[src/rtl/core/kset_ram.sv]
// generic single write port, single read port ram with registered read
// no dependencies
module kset_ram #(
  parameter int Width = 8,
  parameter int Depth = 16
) (
  input  logic                     clk_i,
  input  logic                     we_i,
  input  logic [$clog2(Depth)-1:0] waddr_i,
  input  logic [Width-1:0]         wdata_i,
  input  logic [$clog2(Depth)-1:0] raddr_i,
  output logic [Width-1:0]         rdata_o
);

  logic [Width-1:0] mem [Depth];
  logic [Width-1:0] rdata_q;

  always_ff @(posedge clk_i) begin
    if (we_i) begin
      mem[waddr_i] <= wdata_i;
    end
    rdata_q <= mem[raddr_i];
  end

  assign rdata_o = rdata_q;

endmodule

[config.mk]
export PLATFORM = sky130hd
export DESIGN_NAME = kset_ram
export DESIGN_NICKNAME = d
export VERILOG_FILES = /design/src/rtl/core/kset_ram.sv
export SDC_FILE = /design/constraint.sdc
export NUM_CORES = 1
export LEC_CHECK = 0
export BUFFER_PORTS_ARGS = -buffer_cell sky130_fd_sc_hd__clkbuf_2
export CAP_MARGIN = 20
export CORE_ASPECT_RATIO = 0.75
export CORE_MARGIN = 2
export CORE_UTILIZATION = 50
export DETAILED_ROUTE_END_ITERATION = 10
export PLACE_DENSITY = 0.67
export SLEW_MARGIN = 10
export SYNTH_ARGS = -nofsm -noshare
export SYNTH_HDL_FRONTEND = slang
export SYNTH_SLANG_ARGS = --single-unit
[constraint.sdc]
create_clock -name clk_i -period 2 [get_ports clk_i]
set_clock_uncertainty 0.2 [all_clocks]
set_input_delay 0 -clock clk_i [delete_from_list [all_inputs] [get_ports clk_i]]
set_output_delay 0 -clock clk_i [all_outputs]
set_load 0.005 [all_outputs]
# Yosys cells after proc, flatten, opt, wreduce, memory -nomap -nowiden
# Memories as Yosys holds them, arrays and structs flattened. A register that Yosys moved wholly into a read port is not among the register bits.
# Index checks and enable logic that the tools add are counted.
dict set report totals {
  in_bits 18
  rom_bits 0
  wordCells 3
  output_inout_bits 8
  memories 1
  latch_bits 0
  mem_bits_rw 128
  ff_bits 0
}
# name depth width read_ports rd_ports_with_merged_regs write_ports line
set mem_list {}
lappend mem_list {mem 16 8 1 1 1 15} ;# logic [Width-1:0] mem [Depth];
dict set report classes {
  n_bitwise 0
  mux 2
  magnitude_cmp 0
  addsub 0
  n_div 0
  n_eq_ne 0
  mul 0
  reduce_logical 0
  n_shift 0
}
# operator n
set ops {}
lappend ops {{$mux 1} 2}

# Longest topological paths before layout
dict set report logic_depth {
  ltp_word 2
  mapped_depth 5
  ltp_nobuf 3
}

# Least setup slack after synthesis
# OpenSTA, ideal clock, no wires.
dict set report synth_path {
  path_type {input to register}
  start {input port waddr_i[2]}
  end {memory mem[0][0] (enable)}
  path_buffers 0
  t_arrival_ns 1.110
  required_time_ns 1.417
  setup_ns 0.383
  path_slack_ns 0.307
  cell_stages 2
  path_cell_list {or3b_2 -> nor3_1}
}
# item line
set synth_rtl {}
lappend synth_rtl {{from (decl)} 9} ;# input logic [$clog2(Depth)-1:0] waddr_i,
lappend synth_rtl {{to (decl)} 15}
# Straight into the memory's write port.

# Final worst setup path
dict set report layout_path {
  start {input port waddr_i[1]}
  end {memory mem[8][3] (enable)}
}
# Straight into the memory's write port.

==> run summary <==
Status: completed
Antenna Nets Post-Route: 0
All-Layer GR Usage: 0.1903
Num Clock Sinks: 136
Max-slew headroom: 0.7391
Grt ovf: 0
Synthesized area: 0.005147 mm^2
Initial Util: 0.5062
Setup TNS: 0 ps
Average cell area after synthesis: 22.48 um^2
Antenna Cells: 0
Antenna violations before repair: 0
#FFs+latches synth: 136
Worst-margin pin slew: 391.3 ps
Fin crit period: 1732 ps
WL/cell: 21.15 um
Num rows: 32
Nets@finish: 316
Root Buffer Master: clkbuf_16
Final setup fails: 0
Share of cells above drive strength 1: 0.2686
Final Wtd Congestion: 0.7399
DR pass1 iterations: 4
Vias in the first global route: 2488
Crit path DAT: 1640 ps
I/O Buffers: 25
Cts repair resizes: 0
Reg area: 0.004004 mm^2
# Post-CTS Setup Buffers: 0
Final Hold Slack: 25.97 ps
Slew Limit Fails: 0
Vias/cell: 5.488
Crit-path slowest cell: dlygate4sd3_1
Detailed-route via count: 2442
Final Hold Viols: 0
Post-DP HPWL: 6085 um
CP startpoint kind: primary input
Mapped Nets: 247
First-pass GRT wire length: 14510 um
Cell area power density: 981.8 mW/mm^2
Fin util: 0.6067
Die span in y: 91.87 um
WP buf/inv: 4
Yosys synthesis warning count: 0
RSZ-0062 raised after global routing: no
DRC: 0
Total Die Area: 0.01113 mm^2
Max stage delay on crit path: 560 ps
Core area: 0.01017 mm^2
Num CTS Buffers: 17
Crit path kind: primary input to flop
Period utilisation layout: 0.8660
Worst-Skew Late Latency: 410 ps
Largest net degree at the start of global routing: 33
Layout area overhead: 19.86%
H-tree depth: 4
Worst setup EP type: flop
Leak pwr: 2.112 nW
Max_cap viols: 0
Hold Crit Class: primary input to flop
I/O pin cnt: 26
Syn Inst Count: 229
IR Drop Worst-Case VDD: 589.1 uV
Worst-path cell chain: dlygate4sd3_1 -> clkbuf_2 -> nor3_1 -> dlygate4sd3_1 -> buf_4
Family with the most delay on the worst path: buffers and inverters
1st-iter DRT viols: 352
CTS tree: built
CTS clk-pin slew, worst paths: 50 ps
Worst EP required: 1910 ps
Max FO, Critical Path: 8
Pwr Total: 6.057 mW
Max Fclk: 577.4 MHz
Most frequent CP cell: dlygate4sd3_1
Register area share after synthesis: 0.7778
Hold Buf Count CTS: 14
Max Root-Sink Buffers: 2
Die Width: 121.2 um
Layout fillers: 750
Multi-input gate area: 0.001057 mm^2
Unique cell type count in the Yosys netlist: 19
Total wire length: 9410 um
## cells by family after synthesis
logic type	share of synthesized area
buffers and inverters	0.01677
flip-flops	0.7778
AND/OR/NAND/NOR	0.03184
AO/OA/AOI/OAI	0.02334
multiplexers	0.1502
## state kept, by name, summed over array words and instances, names as in the netlist
signal	count
mem	128
rdata_o	8
## cell usage in the layout (no fill, tap or decap), types with 5 or more instances in the layout
cell type      netlist  routed
a22oi_1             16      16
buf_4                1      18
clkbuf_1             0       5
clkbuf_16            0      17
clkbuf_2             0      25
clkinv_1             0       7
dfxtp_1              8       8
dlygate4sd3_1        0      14
edfxtp_1           128     128
mux4_1              14      14
mux4_2              18      18
nand2_1              9       9
nor2_1              13      13
## final cells by class
cell class,count,share of cell area
sequential,136,0.6490
multi-input combinational,83,0.1714
timing repair buffer,60,0.07463
clock buffer,22,0.07199
tap,136,0.02758
clock inverter,8,0.005476
## per-stage QoR
| step | instance area, um^2 | cells | setup slack, ps |
|---|---|---|---|
| after global routing | 6170 | 445 | 156.7 |
| after detailed placement | 5552 | 401 | 406.8 |
| final | 6170 | 445 | 268.0 |
| after floorplan | 5147 | 229 | 307.1 |
| after CTS | 6170 | 445 | 276.9 |
| after global placement | 5552 | 401 | 394.0 |
## path summary, 6_finish.rpt
kind | startpoint | end | slack, ps | cells after the start
setup / recovery | waddr_i[1] | mem[8][3] | 270 | 5
hold / removal | waddr_i[2] | mem[15][2] | 30 | 4
setup reg to reg | mem[4][0] | rdata_o[0] | 470 | 3
hold reg to reg | mem[4][2] | rdata_o[2] | 470 | 3
## worst register-to-register path: cells and delay by family, from the launching register on
family	cells	cell delay (ps)
and+or+nand+nor	1	90
AOI/OAI and AO/OA	1	250
DFF	1	350
muxes	1	520
## power by group
group / internal, mW / total (mW) / leakage [nW] / switching (mW)
clock: 1.53 / 2.53 / 0.227 / 1.00
sequential: 3.19 / 3.21 / 1.22 / 0.0230
combinational: 0.149 / 0.311 / 0.661 / 0.162
total: 4.87 / 6.06 / 2.11 / 1.18
## per-layer routing
layer	global-route usage	vias to the layer above	part of all wire
met5	0	-	0
met4	0.05172	0	0.0017
met3	0.07463	2	0.093
met2	0.2729	91	0.46
met1	0.2755	1233	0.44
li1	-	1116	-
## synthesized netlist by cell type
cell	count	area share
a22oi_1	16	0.023
and2_1	1	0.0012
and2b_1	1	0.0015
buf_2	3	0.0029
buf_4	1	0.0015
buf_6	3	0.0066
clkdlybuf4s25_2	3	0.0058
dfxtp_1	8	0.031
edfxtp_1	128	0.75
mux4_1	14	0.071
mux4_2	18	0.079
nand2_1	9	0.0066
nand2b_1	2	0.0024
nand3_1	1	0.00097
nand3b_1	2	0.0029
nor2_1	13	0.0095
nor2b_1	1	0.0012
nor3_1	4	0.0039
or3b_2	1	0.0017
No activity file was read; power rests on OpenSTA's default activity.
